`src/design/mlfq_pkg.sv`:
```
// Shared types and constants of the multilevel feedback queue scheduler.
package mlfq_pkg;

  // Field widths of the input and result words.
  localparam int CmdW      = 2;
  localparam int SlotIdW   = 3;
  localparam int PrioW     = 8;
  localparam int MaskW     = 8;
  localparam int SliceW    = 4;
  // The priority bits at and above this position pick the level.
  localparam int PrioShift = 6;

  // Command codes.
  typedef enum logic [CmdW-1:0] {
    CMD_CLEAR    = 2'd0,
    CMD_REQUEUE  = 2'd1,
    CMD_SCHEDULE = 2'd2
  } cmd_e;

  // Sequencer states, one-hot.
  typedef enum logic [9:0] {
    S_IDLE        = 10'b00_0000_0001,
    S_REQ_SCAN    = 10'b00_0000_0010,
    S_REQ_APPEND  = 10'b00_0000_0100,
    S_SCH_SCAN    = 10'b00_0000_1000,
    S_SCH_UNUSED  = 10'b00_0001_0000,
    S_SCH_REREAD  = 10'b00_0010_0000,
    S_SCH_BLOCKED = 10'b00_0100_0000,
    S_SCH_ROT     = 10'b00_1000_0000,
    S_SCH_TAKE    = 10'b01_0000_0000,
    S_EMIT        = 10'b10_0000_0000
  } state_e;

endpackage

```
`src/design/multilevel_feedback_queue_scheduler.sv`:
```
// Multilevel feedback queue scheduler: ring queues per level and a small sequencer.
//
// Usage: one input channel carries command words (clear, requeue, schedule),
// one output channel returns exactly one result word per command. Clear and
// requeue return zero; schedule returns the chosen slot (zero when idle) and
// a flag that is set when the slot's time slice ran out and it moved down (or, at the last level, to the back).
// The sequencer handles one command at a time, touching one queue entry per
// cycle; in_ready_o is high only while it waits for a command.
// A requeue reads each queued entry once to compact the levels before it
// appends the slot; a schedule visits the levels in order until one yields
// a slot or the last level is done.
// The result sits in an output register, so the next command may be accepted
// while the previous result still waits for out_ready_i; a finished result
// waits in the sequencer only when that register is still full.
// Reset empties all levels, zeroes all time slices and drops any result.
module multilevel_feedback_queue_scheduler #(
  parameter int NUM_SLOTS  = 8,
  parameter int NUM_LEVELS = 4
) (
  input  logic                          clk_i,
  input  logic                          rst_ni,
  input  logic                          in_valid_i,
  output logic                          in_ready_o,
  input  logic [mlfq_pkg::CmdW-1:0]     command_i,
  input  logic [mlfq_pkg::SlotIdW-1:0]  slot_id_i,
  input  logic [mlfq_pkg::PrioW-1:0]    slot_priority_i,
  input  logic [mlfq_pkg::MaskW-1:0]    unused_mask_i,
  input  logic [mlfq_pkg::MaskW-1:0]    blocked_mask_i,
  output logic                          out_valid_o,
  input  logic                          out_ready_i,
  output logic [mlfq_pkg::SlotIdW-1:0]  next_slot_o,
  output logic                          demoted_o
);
  import mlfq_pkg::*;

  localparam int PtrW = (NUM_SLOTS > 1) ? $clog2(NUM_SLOTS) : 1;
  localparam int CntW = $clog2(NUM_SLOTS + 1);
  localparam int LvlW = (NUM_LEVELS > 1) ? $clog2(NUM_LEVELS) : 1;
  localparam logic [CntW-1:0] CntFull  = CntW'(NUM_SLOTS);
  localparam logic [LvlW-1:0] LvlLast  = LvlW'(NUM_LEVELS - 1);
  localparam logic [PtrW-1:0] PtrLast  = PtrW'(NUM_SLOTS - 1);

  // Queue storage and per-level pointers.
  logic [SlotIdW-1:0] entries_q [NUM_LEVELS][NUM_SLOTS];
  logic [PtrW-1:0]    heads_q  [NUM_LEVELS];
  logic [PtrW-1:0]    heads_d  [NUM_LEVELS];
  logic [PtrW-1:0]    tails_q  [NUM_LEVELS];
  logic [PtrW-1:0]    tails_d  [NUM_LEVELS];
  logic [CntW-1:0]    counts_q [NUM_LEVELS];
  logic [CntW-1:0]    counts_d [NUM_LEVELS];
  logic [SliceW-1:0]  slices_q [NUM_SLOTS];

  // Sequencer registers.
  state_e              state_q, state_d;
  logic [LvlW-1:0]     lvl_q, lvl_d;
  logic [CntW-1:0]     rem_q, rem_d;
  logic [SlotIdW-1:0]  pid_q, pid_d;
  logic [SlotIdW-1:0]  id_q, id_d;
  logic [LvlW-1:0]     tgt_q, tgt_d;
  logic [MaskW-1:0]    unused_q, unused_d;
  logic [MaskW-1:0]    blocked_q, blocked_d;
  logic [SlotIdW-1:0]  res_slot_q, res_slot_d;
  logic                res_dem_q, res_dem_d;

  // Output register.
  logic                out_valid_q;
  logic [SlotIdW-1:0]  out_slot_q;
  logic                out_dem_q;

  // Single write ports of the entry and slice stores.
  logic                ent_we;
  logic [LvlW-1:0]     ent_lvl;
  logic [PtrW-1:0]     ent_ptr;
  logic [SlotIdW-1:0]  ent_data;
  logic                slc_we;
  logic [PtrW-1:0]     slc_idx;
  logic [SliceW-1:0]   slc_data;

  // Views of the current level.
  logic [PtrW-1:0]     head_cur, tail_cur;
  logic [CntW-1:0]     cnt_cur;
  logic [SlotIdW-1:0]  ent_cur;
  logic                lvl_last;
  logic [LvlW-1:0]     lvl_nx, lvl_dem;
  logic                pid_ok;
  logic [PtrW-1:0]     pidx;
  logic [SliceW-1:0]   slice_dec;
  logic [1:0]          prio_top;
  logic                out_free;
  logic                in_acc;

  function automatic logic [PtrW-1:0] ring_next(input logic [PtrW-1:0] p);
    return (p == PtrLast) ? '0 : p + 1'b1;
  endfunction

  assign in_ready_o  = (state_q == S_IDLE);
  assign in_acc      = in_valid_i && in_ready_o;
  assign out_free    = !out_valid_q || out_ready_i;
  assign out_valid_o = out_valid_q;
  assign next_slot_o = out_slot_q;
  assign demoted_o   = out_dem_q;

  assign head_cur  = heads_q[lvl_q];
  assign tail_cur  = tails_q[lvl_q];
  assign cnt_cur   = counts_q[lvl_q];
  assign ent_cur   = entries_q[lvl_q][head_cur];
  assign lvl_last  = (lvl_q == LvlLast);
  assign lvl_nx    = lvl_q + 1'b1;
  assign lvl_dem   = lvl_last ? lvl_q : lvl_nx;
  assign pid_ok    = 32'(pid_q) < 32'(NUM_SLOTS);
  assign pidx      = PtrW'(pid_q);
  assign slice_dec = slices_q[pidx] - 1'b1;
  assign prio_top  = slot_priority_i[PrioW-1:PrioShift];

  // Sequencer: one queue entry read and at most one entry written per cycle.
  always_comb begin
    state_d    = state_q;
    lvl_d      = lvl_q;
    rem_d      = rem_q;
    pid_d      = pid_q;
    id_d       = id_q;
    tgt_d      = tgt_q;
    unused_d   = unused_q;
    blocked_d  = blocked_q;
    res_slot_d = res_slot_q;
    res_dem_d  = res_dem_q;
    heads_d    = heads_q;
    tails_d    = tails_q;
    counts_d   = counts_q;
    ent_we     = 1'b0;
    ent_lvl    = lvl_q;
    ent_ptr    = tail_cur;
    ent_data   = pid_q;
    slc_we     = 1'b0;
    slc_idx    = pidx;
    slc_data   = slice_dec;

    case (state_q)
      S_IDLE: begin
        if (in_acc) begin
          res_slot_d = '0;
          res_dem_d  = 1'b0;
          id_d       = slot_id_i;
          unused_d   = unused_mask_i;
          blocked_d  = blocked_mask_i;
          lvl_d      = '0;
          tgt_d      = (int'(prio_top) >= NUM_LEVELS - 1) ? '0
                                                          : LvlW'(NUM_LEVELS - 1 - int'(prio_top));
          state_d    = S_EMIT;
          case (cmd_e'(command_i))
            CMD_CLEAR: begin
              for (int l = 0; l < NUM_LEVELS; l++) begin
                heads_d[l]  = '0;
                tails_d[l]  = '0;
                counts_d[l] = '0;
              end
            end
            CMD_REQUEUE: begin
              if (32'(slot_id_i) < 32'(NUM_SLOTS)) begin
                rem_d   = counts_q[0];
                state_d = S_REQ_SCAN;
              end
            end
            CMD_SCHEDULE: state_d = S_SCH_SCAN;
            default: state_d = S_EMIT;
          endcase
        end
      end

      // Compact one level in place: read each entry at the head and append
      // it again unless it is the slot being requeued.
      S_REQ_SCAN: begin
        if (rem_q == '0) begin
          if (lvl_last) begin
            state_d = S_REQ_APPEND;
          end else begin
            lvl_d = lvl_nx;
            rem_d = counts_q[lvl_nx];
          end
        end else begin
          rem_d            = rem_q - 1'b1;
          heads_d[lvl_q]   = ring_next(head_cur);
          if (ent_cur != id_q) begin
            ent_we         = 1'b1;
            ent_data       = ent_cur;
            tails_d[lvl_q] = ring_next(tail_cur);
          end else begin
            counts_d[lvl_q] = cnt_cur - 1'b1;
          end
        end
      end

      // Append the slot at its target level and reload its slice.
      S_REQ_APPEND: begin
        if (counts_q[tgt_q] < CntFull) begin
          ent_we          = 1'b1;
          ent_lvl         = tgt_q;
          ent_ptr         = tails_q[tgt_q];
          ent_data        = id_q;
          tails_d[tgt_q]  = ring_next(tails_q[tgt_q]);
          counts_d[tgt_q] = counts_q[tgt_q] + 1'b1;
        end
        slc_we   = 1'b1;
        slc_idx  = PtrW'(id_q);
        slc_data = SliceW'(1 << tgt_q);
        state_d  = S_EMIT;
      end

      // Look at the head of the current level.
      S_SCH_SCAN: begin
        if (cnt_cur == '0) begin
          if (lvl_last) state_d = S_EMIT;
          else          lvl_d   = lvl_nx;
        end else begin
          pid_d   = ent_cur;
          state_d = S_SCH_UNUSED;
        end
      end

      // Drop an unused head; the next head is then taken unchecked for unused.
      S_SCH_UNUSED: begin
        if (unused_q[pid_q]) begin
          heads_d[lvl_q]  = ring_next(head_cur);
          counts_d[lvl_q] = cnt_cur - 1'b1;
          if (cnt_cur == CntW'(1)) begin
            if (lvl_last) begin
              state_d = S_EMIT;
            end else begin
              lvl_d   = lvl_nx;
              state_d = S_SCH_SCAN;
            end
          end else begin
            state_d = S_SCH_REREAD;
          end
        end else begin
          state_d = S_SCH_BLOCKED;
        end
      end

      S_SCH_REREAD: begin
        pid_d   = ent_cur;
        state_d = S_SCH_BLOCKED;
      end

      // Rotate a blocked head to the back of its level once.
      S_SCH_BLOCKED: begin
        if (blocked_q[pid_q]) begin
          ent_we         = 1'b1;
          heads_d[lvl_q] = ring_next(head_cur);
          tails_d[lvl_q] = ring_next(tail_cur);
          state_d        = S_SCH_ROT;
        end else begin
          state_d = S_SCH_TAKE;
        end
      end

      // The new head is taken unchecked; if it is the rotated slot, skip on.
      S_SCH_ROT: begin
        if (ent_cur == pid_q) begin
          if (lvl_last) begin
            state_d = S_EMIT;
          end else begin
            lvl_d   = lvl_nx;
            state_d = S_SCH_SCAN;
          end
        end else begin
          pid_d   = ent_cur;
          state_d = S_SCH_TAKE;
        end
      end

      // Charge the slot one tick and demote it when its slice runs out.
      S_SCH_TAKE: begin
        res_slot_d = pid_q;
        state_d    = S_EMIT;
        if (pid_ok) begin
          slc_we = 1'b1;
          if (slice_dec == '0) begin
            res_dem_d      = 1'b1;
            slc_data       = SliceW'(1 << lvl_dem);
            heads_d[lvl_q] = ring_next(head_cur);
            if (lvl_last) begin
              ent_we         = 1'b1;
              tails_d[lvl_q] = ring_next(tail_cur);
            end else begin
              counts_d[lvl_q] = cnt_cur - 1'b1;
              if (counts_q[lvl_nx] < CntFull) begin
                ent_we           = 1'b1;
                ent_lvl          = lvl_nx;
                ent_ptr          = tails_q[lvl_nx];
                tails_d[lvl_nx]  = ring_next(tails_q[lvl_nx]);
                counts_d[lvl_nx] = counts_q[lvl_nx] + 1'b1;
              end
            end
          end
        end
      end

      // Hand the result to the output register once it is free.
      S_EMIT: begin
        if (out_free) state_d = S_IDLE;
      end

      default: state_d = S_IDLE;
    endcase
  end

  // Control state and queue pointers.
  always_ff @(posedge clk_i or negedge rst_ni) begin
    if (!rst_ni) begin
      state_q     <= S_IDLE;
      out_valid_q <= 1'b0;
      for (int l = 0; l < NUM_LEVELS; l++) begin
        heads_q[l]  <= '0;
        tails_q[l]  <= '0;
        counts_q[l] <= '0;
      end
      for (int s = 0; s < NUM_SLOTS; s++) begin
        slices_q[s] <= '0;
      end
    end else begin
      state_q  <= state_d;
      heads_q  <= heads_d;
      tails_q  <= tails_d;
      counts_q <= counts_d;
      if (slc_we) slices_q[slc_idx] <= slc_data;
      if (state_q == S_EMIT && out_free) begin
        out_valid_q <= 1'b1;
      end else if (out_ready_i) begin
        out_valid_q <= 1'b0;
      end
    end
  end

  // Payload registers.
  always_ff @(posedge clk_i) begin
    lvl_q      <= lvl_d;
    rem_q      <= rem_d;
    pid_q      <= pid_d;
    id_q       <= id_d;
    tgt_q      <= tgt_d;
    unused_q   <= unused_d;
    blocked_q  <= blocked_d;
    res_slot_q <= res_slot_d;
    res_dem_q  <= res_dem_d;
    if (ent_we) entries_q[ent_lvl][ent_ptr] <= ent_data;
    if (state_q == S_EMIT && out_free) begin
      out_slot_q <= res_slot_q;
      out_dem_q  <= res_dem_q;
    end
  end

  // While compacting, the entries left to read never outnumber the level.
  assert property (@(posedge clk_i) disable iff (!rst_ni)
    (state_q == S_REQ_SCAN) |-> (rem_q <= counts_q[lvl_q]))
    else $error("requeue scan count exceeds level occupancy");

  // A slot is charged only from a level that holds entries.
  assert property (@(posedge clk_i) disable iff (!rst_ni)
    (state_q == S_SCH_TAKE) |-> (counts_q[lvl_q] != '0))
    else $error("schedule took a slot from an empty level");

  // A finished command always produces a word on the output.
  assert property (@(posedge clk_i) disable iff (!rst_ni)
    (state_q == S_EMIT && out_free) |=> (out_valid_o && in_ready_o))
    else $error("result word not delivered");

endmodule

```
`config.mk`:
```
export PLATFORM = sky130hd
export DESIGN_NAME = multilevel_feedback_queue_scheduler
export DESIGN_NICKNAME = d
export VERILOG_FILES = /design/src/design/mlfq_pkg.sv /design/src/design/multilevel_feedback_queue_scheduler.sv
export SDC_FILE = /design/constraint.sdc
export NUM_CORES = 1
export LEC_CHECK = 0
export BUFFER_PORTS_ARGS = -buffer_cell sky130_fd_sc_hd__buf_4
export CORE_ASPECT_RATIO = 0.8
export CORE_MARGIN = 5
export CORE_UTILIZATION = 35
export DETAILED_ROUTE_END_ITERATION = 8
export PLACE_DENSITY = 0.46
export SYNTH_ARGS = -nofsm -noshare
export SYNTH_HDL_FRONTEND = slang
export SYNTH_SLANG_ARGS = --single-unit
```
`constraint.sdc`:
```
create_clock -name clk_i -period 4.95 [get_ports clk_i]
set_clock_uncertainty 0.2 [all_clocks]
set_input_delay 0.99 -clock clk_i [delete_from_list [all_inputs] [get_ports clk_i]]
set_output_delay 0.99 -clock clk_i [all_outputs]
set_load 0.005 [all_outputs]
```
==> results of run 1 <==
-- layout make-up --
class / count / area (um^2)
fill: 3333 / 20700
sequential: 219 / 6140
multi-input combinational: 637 / 5620
clock buffer: 34 / 732
tap: 472 / 591
timing repair buffer: 67 / 515
clock inverter: 13 / 148
inverter: 23 / 86.3
-- flip-flops by register name, indices dropped and copies added (netlist names), named ones only --
| signal | cells |
|---|---|
| lvl_q | 2 |
| next_slot_o | 3 |
| out_valid_o | 1 |
| pid_q | 3 |
| state_q | 10 |
| rem_q | 4 |
| unused_q | 8 |
| blocked_q | 8 |
| tails_q | 12 |
| res_slot_q | 3 |
| entries_q | 96 |
| id_q | 3 |
| res_dem_q | 1 |
| demoted_o | 1 |
| slices_q | 32 |
| heads_q | 12 |
| counts_q | 16 |
| tgt_q | 2 |
-- synthesized netlist by cell type (all sizes together) (3+ instances only) --
| library cell | n |
|---|---|
| edfxtp | 134 |
| dfrtp | 82 |
| nand2 | 64 |
| mux4 | 59 |
| mux2i | 48 |
| mux2 | 46 |
| nor3 | 46 |
| nor2 | 42 |
| a21oi | 33 |
| o21ai | 33 |
| clkbuf | 30 |
| nand3 | 30 |
| a22o | 28 |
| ha | 26 |
| buf | 23 |
| inv | 22 |
| xnor2 | 19 |
| o221ai | 13 |
| nand4 | 10 |
| o2bb2ai | 9 |
| a22oi | 8 |
| and3 | 8 |
| nand2b | 8 |
| nor2b | 8 |
| o2111ai | 8 |
| xor2 | 8 |
| nor4 | 7 |
| o211ai | 6 |
| o22ai | 6 |
| a21o | 5 |
| a32o | 4 |
| nor3b | 4 |
| a221o | 3 |
| a31oi | 3 |
| and4 | 3 |
| o211a | 3 |
| or2 | 3 |
| or3 | 3 |
-- kinds of logic after synthesis --
group           Yosys count
xor+xnor                 27
simple gates            244
mux                     153
compound gates          187
fa+ha+maj                26
flops                   219
buf+inv                  76
-- worst max-delay path: cells and delay by family, from the launching register on --
kind,cells,cell delay (ns)
fa+ha+maj,1,0.25
compound gates,3,0.80
simple gates,3,1.24
flops,1,0.35
buf+inv,2,0.36
mux,2,0.83
-- metal layers --
layer / global-route usage (%) / vias up
met5: 0 / -
met4: 4.89 / 0
met3: 3.00 / 53
met2: 25.3 / 255
met1: 28.8 / 4316
li1: - / 3778
-- worst max-delay path by stage --
stage	cells after the start	slack, ns	startpoint	end
finish	11	0.54	pid_q[0]$_DFFE_PP_	entries_q[3][2]$_DFFE_PP_
global route	9	0.30	pid_q[1]$_DFFE_PP_	entries_q[3][1]$_DFFE_PP_
CTS	11	0.54	pid_q[0]$_DFFE_PP_	entries_q[0][1]$_DFFE_PP_
detailed placement	11	0.54	pid_q[0]$_DFFE_PP_	entries_q[0][2]$_DFFE_PP_
global placement	11	0.65	pid_q[0]$_DFFE_PP_	entries_q[2][2]$_DFFE_PP_
floorplan	12	0.61	lvl_q[0]$_DFFE_PN_	entries_q[1][0]$_DFFE_PP_
-- power by group through the flow --
| stage | clock network (mW) | logic [mW] | registers (mW) |
|---|---|---|---|
| 2_1_floorplan | 0 | 1.61 | 2.29 |
| 6_report | 1.95 | 2.32 | 2.31 |
| 5_1_grt | 2.09 | 2.49 | 2.33 |
| 3_3_place_gp | 0 | 2.32 | 2.35 |
| 3_5_place_dp | 0 | 2.31 | 2.35 |
| 4_1_cts | 2.01 | 2.32 | 2.31 |
-- metrics by stage --
step           setup WS [ns]  hold WS, ns  util, %  std cells  area, um^2
2_1_floorplan          0.614        0.200        -        932       12100
3_3_place_gp           0.652        0.202     37.6       1418       13000
3_5_place_dp           0.545        0.213     37.6       1418       13000
4_1_cts                0.536        0.228     40.1       1465       13800
5_1_grt                0.297        0.231     40.1       1465       13800
6_report               0.535        0.225     40.1       1465       13800
==> flow_summary.json, run 1 <==
{
  "io_pins": 39,
  "h-tree-depth": 1,
  "min_period_ns": 4.41,
  "synth_edf_count": 134,
  "root_buffer": "clkbuf_16",
  "num_vias": 8402,
  "clock_latency_ns": 0.54,
  "rrSetupSlack_ns": 0.54,
  "worst_pin_slew_ns": 0.938,
  "nNetsFinal": 1033,
  "viasPerCell": 5.74,
  "final_common_cell": "edfxtp_1",
  "overflow": 0,
  "final_max_slew_viol_count": 0,
  "worst_path_max_delay_cell": "nor4_1",
  "power_frac_comb_pct": 35.2,
  "worstReg2RegStart": "pid_q[0]$_DFFE_PP_",
  "postSynthAreaPerCell_um2": 13.0,
  "pwr-share-seq_pct": 35.1,
  "clockPowerShare_pct": 29.7,
  "ir_drop_uv": 224,
  "grt_max_degree": 63,
  "sw_frac_of_total_pct": 36.4,
  "synth_seq_cells": 219,
  "holdPathStages": 0,
  "track_usage_pct": 18.1,
  "min_to": "demoted_o$_DFFE_PP_",
  "cpPeakStageDelay_ns": 0.69,
  "ctsResizeCount": 0,
  "holdCritStartpoint": "res_dem_q$_DFFE_PP_",
  "clock_path_buffers": 3,
  "holdCritPathClass": "reg -> reg",
  "firstDrtPassIters": 5,
  "diodes": 0,
  "synthesis.instances": 932,
  "yosysTopAreaCell": "edfxtp_1",
  "syn-cell-area_um2": 12100,
  "setup_viol": 0,
  "path_cells": "buf_4 -> mux4_2 -> mux2i_4 -> inv_2 -> ha_1 -> and3b_1 -> o21ai_2 -> a21boi_4 -> o311ai_1 -> nand2_1 -> nor4_1",
  "path_class": "reg -> reg",
  "drive_gt1_share_pct": 23.2,
  "area_growth_pct": 14.2,
  "tritoncts": "built",
  "netlist.area_leader.share_pct": 33.2,
  "numCtsBuffers": 26,
  "fp.dieArea_um2": 38500,
  "seq_area_frac_synth_pct": 50.7,
  "drtAntennaViolNets": 0,
  "met1Wirelength_mm": 17.9,
  "critical_path_arrival_ns": 4.38,
  "core-area_um2": 34500,
  "wl_met3_mm": 1.83,
  "status": "complete, no violations",
  "power_leakage_nw": 5.24,
  "postCtsSetupBuffers": 0,
  "cts_hold_buf": 0,
  "relSlewSlack_pct": 37.4,
  "synth_async_sr_flop_share_pct": 37.9,
  "totalWireLength_mm": 34.9,
  "synthFlopType": "edfxtp_1",
  "grt_pass1_vias": 8361,
  "synth_compound_area_share_pct": 11.8,
  "final_cell_mix": "134 x edfxtp_1, 82 x dfrtp_1, 66 x buf_4",
  "r2r_cells": 11,
  "synth_top_family_by_area": "multiplexers",
  "port_buffers": 32,
  "ys_types": 85,
  "hold_violations": 0,
  "yosysWarningCount": 0,
  "reg2reg_to": "entries_q[3][2]$_DFFE_PP_",
  "rsz0062_at_grt": "no",
  "synth_xor_area_share_pct": 2.01,
  "gp_congestion": 0.859,
  "fp.dieH_um": 176,
  "crit_path_end_kind": "flop",
  "synthMuxAreaShare_pct": 19.8,
  "cts.sinks": 219,
  "cp-start-kind": "flop",
  "cap_violations": 0,
  "synth-adder-area-share_pct": 2.69,
  "start_util_pct": 35.1,
  "drc": 0,
  "wl_per_cell_um": 23.9,
  "power_per_cell_area_nw_per_um2": 476,
  "highest_layer": "met4",
  "maxClockFrequency_ghz": 0.227,
  "grt_antenna_before_repair": 0,
  "grt_pass1_wl_mm": 53.4,
  "tns_ns": 0,
  "dp_hpwl_mm": 24.6,
  "required_ns": 4.92,
  "p_switching_mw": 2.40,
  "die_w_um": 218,
  "synth-simple-area-share_pct": 9.93,
  "synthTopCellsByArea": "edfxtp_1 33%, dfrtp_1 17%, mux4_2 8.7%",
  "wl_met2_mm": 14.4,
  "post-route-period-util_pct": 89.2,
  "initialDrtViolationCount": 778,
  "row_count": 61,
  "path_max_fanout": 12,
  "finalPower_mw": 6.59,
  "power.internal_mw": 4.19,
  "clk_pin_slew_worst_paths_ns": 0.06,
  "synth_nets": 991
}
(Power assumes the default switching activity.)
==> run 2: changes to the inputs <==
CORE_ASPECT_RATIO = not set   (was 0.8)
CORE_UTILIZATION = 33   (was 35)
PLACE_DENSITY = 0.45   (was 0.46)
clock period = 3.72 ns   (was 4.95 ns; I/O delays follow)
==> run 2 against run 1 <==
  * Combinational power rose by 58%
  * Sequential share of layout area down 3.6 points
  * Register-to-register slack worse by 0.43 ns
  * Cell area grew 8.8%
  * Non-clock buffer count grew 95
  * Largest cell class unchanged
  * Via count is 2.7% higher
  * Wire length rose by 0.54%
  * Critical path type unchanged
  * First-iteration DRC count decreased by 34%
  * Worst hold slack got worse by 0.052 ns
  * Die area increased by 5.7%
==> flow_summary.json, run 2 (same netlist as run 1, synthesis figures left out) <==
{
  "status": "complete, no violations",
  "min_to": "id_q[0]$_DFFE_PP_",
  "firstDrtPassIters": 5,
  "fillers": 3417,
  "h-tree-depth": 1,
  "grt_pass1_vias": 8830,
  "holdPathStages": 1,
  "final_common_cell": "buf_4",
  "dp_hpwl_mm": 25.0,
  "cts.sinks": 219,
  "clockPowerShare_pct": 29.3,
  "worstReg2RegStart": "pid_q[0]$_DFFE_PP_",
  "setup_viol": 0,
  "grt_pass1_wl_mm": 53.8,
  "power_leakage_nw": 5.89,
  "largest_register": "entries_q",
  "relSlewSlack_pct": 46.6,
  "area_growth_pct": 24.2,
  "num_vias": 8628,
  "path_class": "reg -> reg",
  "diodes": 0,
  "viasPerCell": 5.54,
  "port_buffers": 32,
  "drc": 0,
  "pwr-share-seq_pct": 32.2,
  "cap_violations": 0,
  "power_per_cell_area_nw_per_um2": 631,
  "drtAntennaViolNets": 0,
  "clk_pin_slew_worst_paths_ns": 0.06,
  "numCtsBuffers": 26,
  "sw_frac_of_total_pct": 35.0,
  "clock_path_buffers": 3,
  "fp.dieArea_um2": 40600,
  "tritoncts": "built",
  "power_frac_comb_pct": 38.5,
  "cpPeakStageDelay_ns": 0.53,
  "reg2reg_to": "entries_q[0][0]$_DFFE_PP_",
  "worst_pin_slew_ns": 0.799,
  "drive_gt1_share_pct": 33.4,
  "holdCritStartpoint": "slot_id_i[0]",
  "io_pins": 39,
  "track_usage_pct": 16.8,
  "gp_congestion": 0.829,
  "final_cell_mix": "144 x buf_4, 134 x edfxtp_1, 82 x dfrtp_1",
  "path_cells": "buf_6 -> mux4_2 -> mux2i_4 -> inv_2 -> ha_4 -> and3b_2 -> o21a_2 -> o2111ai_2 -> o311ai_4 -> or2_1 -> buf_6 -> nor4_4 -> buf_4",
  "initialDrtViolationCount": 515,
  "post-route-period-util_pct": 97.0,
  "critical_path_arrival_ns": 3.67,
  "power.internal_mw": 6.17,
  "core-area_um2": 36400,
  "nNetsFinal": 1129,
  "r2r_cells": 13,
  "die_w_um": 202,
  "fp.dieH_um": 202,
  "rrSetupSlack_ns": 0.11,
  "setup_ws_ns": 0.110,
  "worst_path_max_delay_cell": "mux4_2",
  "start_util_pct": 33.3,
  "largest_reg_flops": 96,
  "finalPower_mw": 9.50,
  "cp-start-kind": "flop",
  "overflow": 0,
  "path_max_fanout": 5,
  "row_count": 70,
  "holdCritPathClass": "in -> reg",
  "path_common_cell": "buf_6",
  "dpl_worst_slack_ns": -0.384,
  "grt_antenna_before_repair": 0,
  "clock_latency_ns": 0.55,
  "required_ns": 3.78,
  "hold_violations": 0,
  "totalWireLength_mm": 35.1,
  "grt_max_degree": 83,
  "rsz0062_at_grt": "yes",
  "maxClockFrequency_ghz": 0.277,
  "min_period_ns": 3.61,
  "final_max_slew_viol_count": 0,
  "largest_registers": "entries_q x96, slices_q x32, counts_q x16",
  "ir_drop_uv": 355,
  "wl_per_cell_um": 22.6,
  "p_switching_mw": 3.33,
  "root_buffer": "clkbuf_16",
  "crit_path_end_kind": "flop"
}
[run 2: cell count changes in the layout (fill, tap and decap cells not counted), moves of 4 or more]
cell	before	now
nor3_1	46	35
buf_6	0	6
nand3_1	29	24
buf_12	1	11
nor4_1	7	3
nor3_2	0	9
buf_4	66	144
nand3_2	1	6
[run 2: final cells by class]
type,count,area [um^2],area share [%]
multi-input combinational,638,5920,39.3
timing repair buffer,162,1380,9.16
sequential,219,6140,40.8
clock inverter,14,210,1.40
inverter,23,86.3,0.574
clock buffer,34,732,4.86
tap,468,586,3.89
[run 2: power groups by stage]
| stage | clock network [mW] | logic (mW) | registers (mW) |
|---|---|---|---|
| after CTS | 2.86 | 3.54 | 3.06 |
| final | 2.79 | 3.66 | 3.06 |
| after detailed placement | 0 | 3.50 | 3.11 |
| after global placement | 0 | 3.51 | 3.11 |
| after global routing | 2.96 | 3.92 | 3.08 |
| after floorplan | 0 | 2.18 | 3.04 |
[run 2: metrics by stage]
step / utilization [%] / instances / hold slack [ns] / area [um^2] / setup TNS (ns)
global route: 41.3 / 1558 / 0.154 / 15100 / -1.05
CTS: 40.6 / 1554 / 0.151 / 14800 / -0.246
global placement: 37.8 / 1502 / 0.207 / 13800 / -16.27
finish: 41.3 / 1558 / 0.173 / 15100 / 0
detailed placement: 37.8 / 1502 / 0.211 / 13800 / -14.50
floorplan: - / 932 / 0.200 / 12200 / -0.0420
[run 2: how the worst max path moves through the flow]
stage,end,startpoint,cells after the start,slack (ns)
5_1_grt,entries_q[3][0]$_DFFE_PP_,pid_q[0]$_DFFE_PP_,14,-0.05
4_1_cts,entries_q[1][18]$_DFFE_PP_,pid_q[0]$_DFFE_PP_,13,-0.03
6_report,entries_q[0][0]$_DFFE_PP_,pid_q[0]$_DFFE_PP_,13,0.11
3_3_place_gp,entries_q[2][18]$_DFFE_PP_,pid_q[0]$_DFFE_PP_,11,-0.40
3_5_place_dp,entries_q[2][18]$_DFFE_PP_,pid_q[0]$_DFFE_PP_,11,-0.38
2_1_floorplan,entries_q[0][0]$_DFFE_PP_,lvl_q[0]$_DFFE_PN_,12,-0.01
[run 2: worst max-delay path: cells and delay by family, from the launching register on]
| family | cells | cell delay, ns |
|---|---|---|
| muxes | 2 | 0.74 |
| and+or+nand+nor | 3 | 0.69 |
| AOI/OAI and AO/OA | 3 | 0.60 |
| buffers and inverters | 4 | 0.54 |
| DFF | 1 | 0.37 |
| adders and majority gates | 1 | 0.18 |
[run 2: metal layers]
layer | track usage [%] | wire (um) | part of all wire [%] | up-vias
met1 | 24.8 | 16900 | 48 | 4414
met3 | 2.87 | 1860 | 5.3 | 45
li1 | - | - | - | 3966
met2 | 25.7 | 15700 | 45 | 203
met5 | 0 | 0 | 0 | -
met4 | 4.35 | 749 | 2.1 | 0
[run 2: what timing repair did]
action                                  in CTS  in global routing
hold buffers                                 1                  0
hold endpoints to repair                     1                  0
endpoints found under the setup margin      96                101
resized for setup                            5                 40
pin swaps                                    1                  9
buffers inserted                             3                  4
gates cloned                                 0                  1
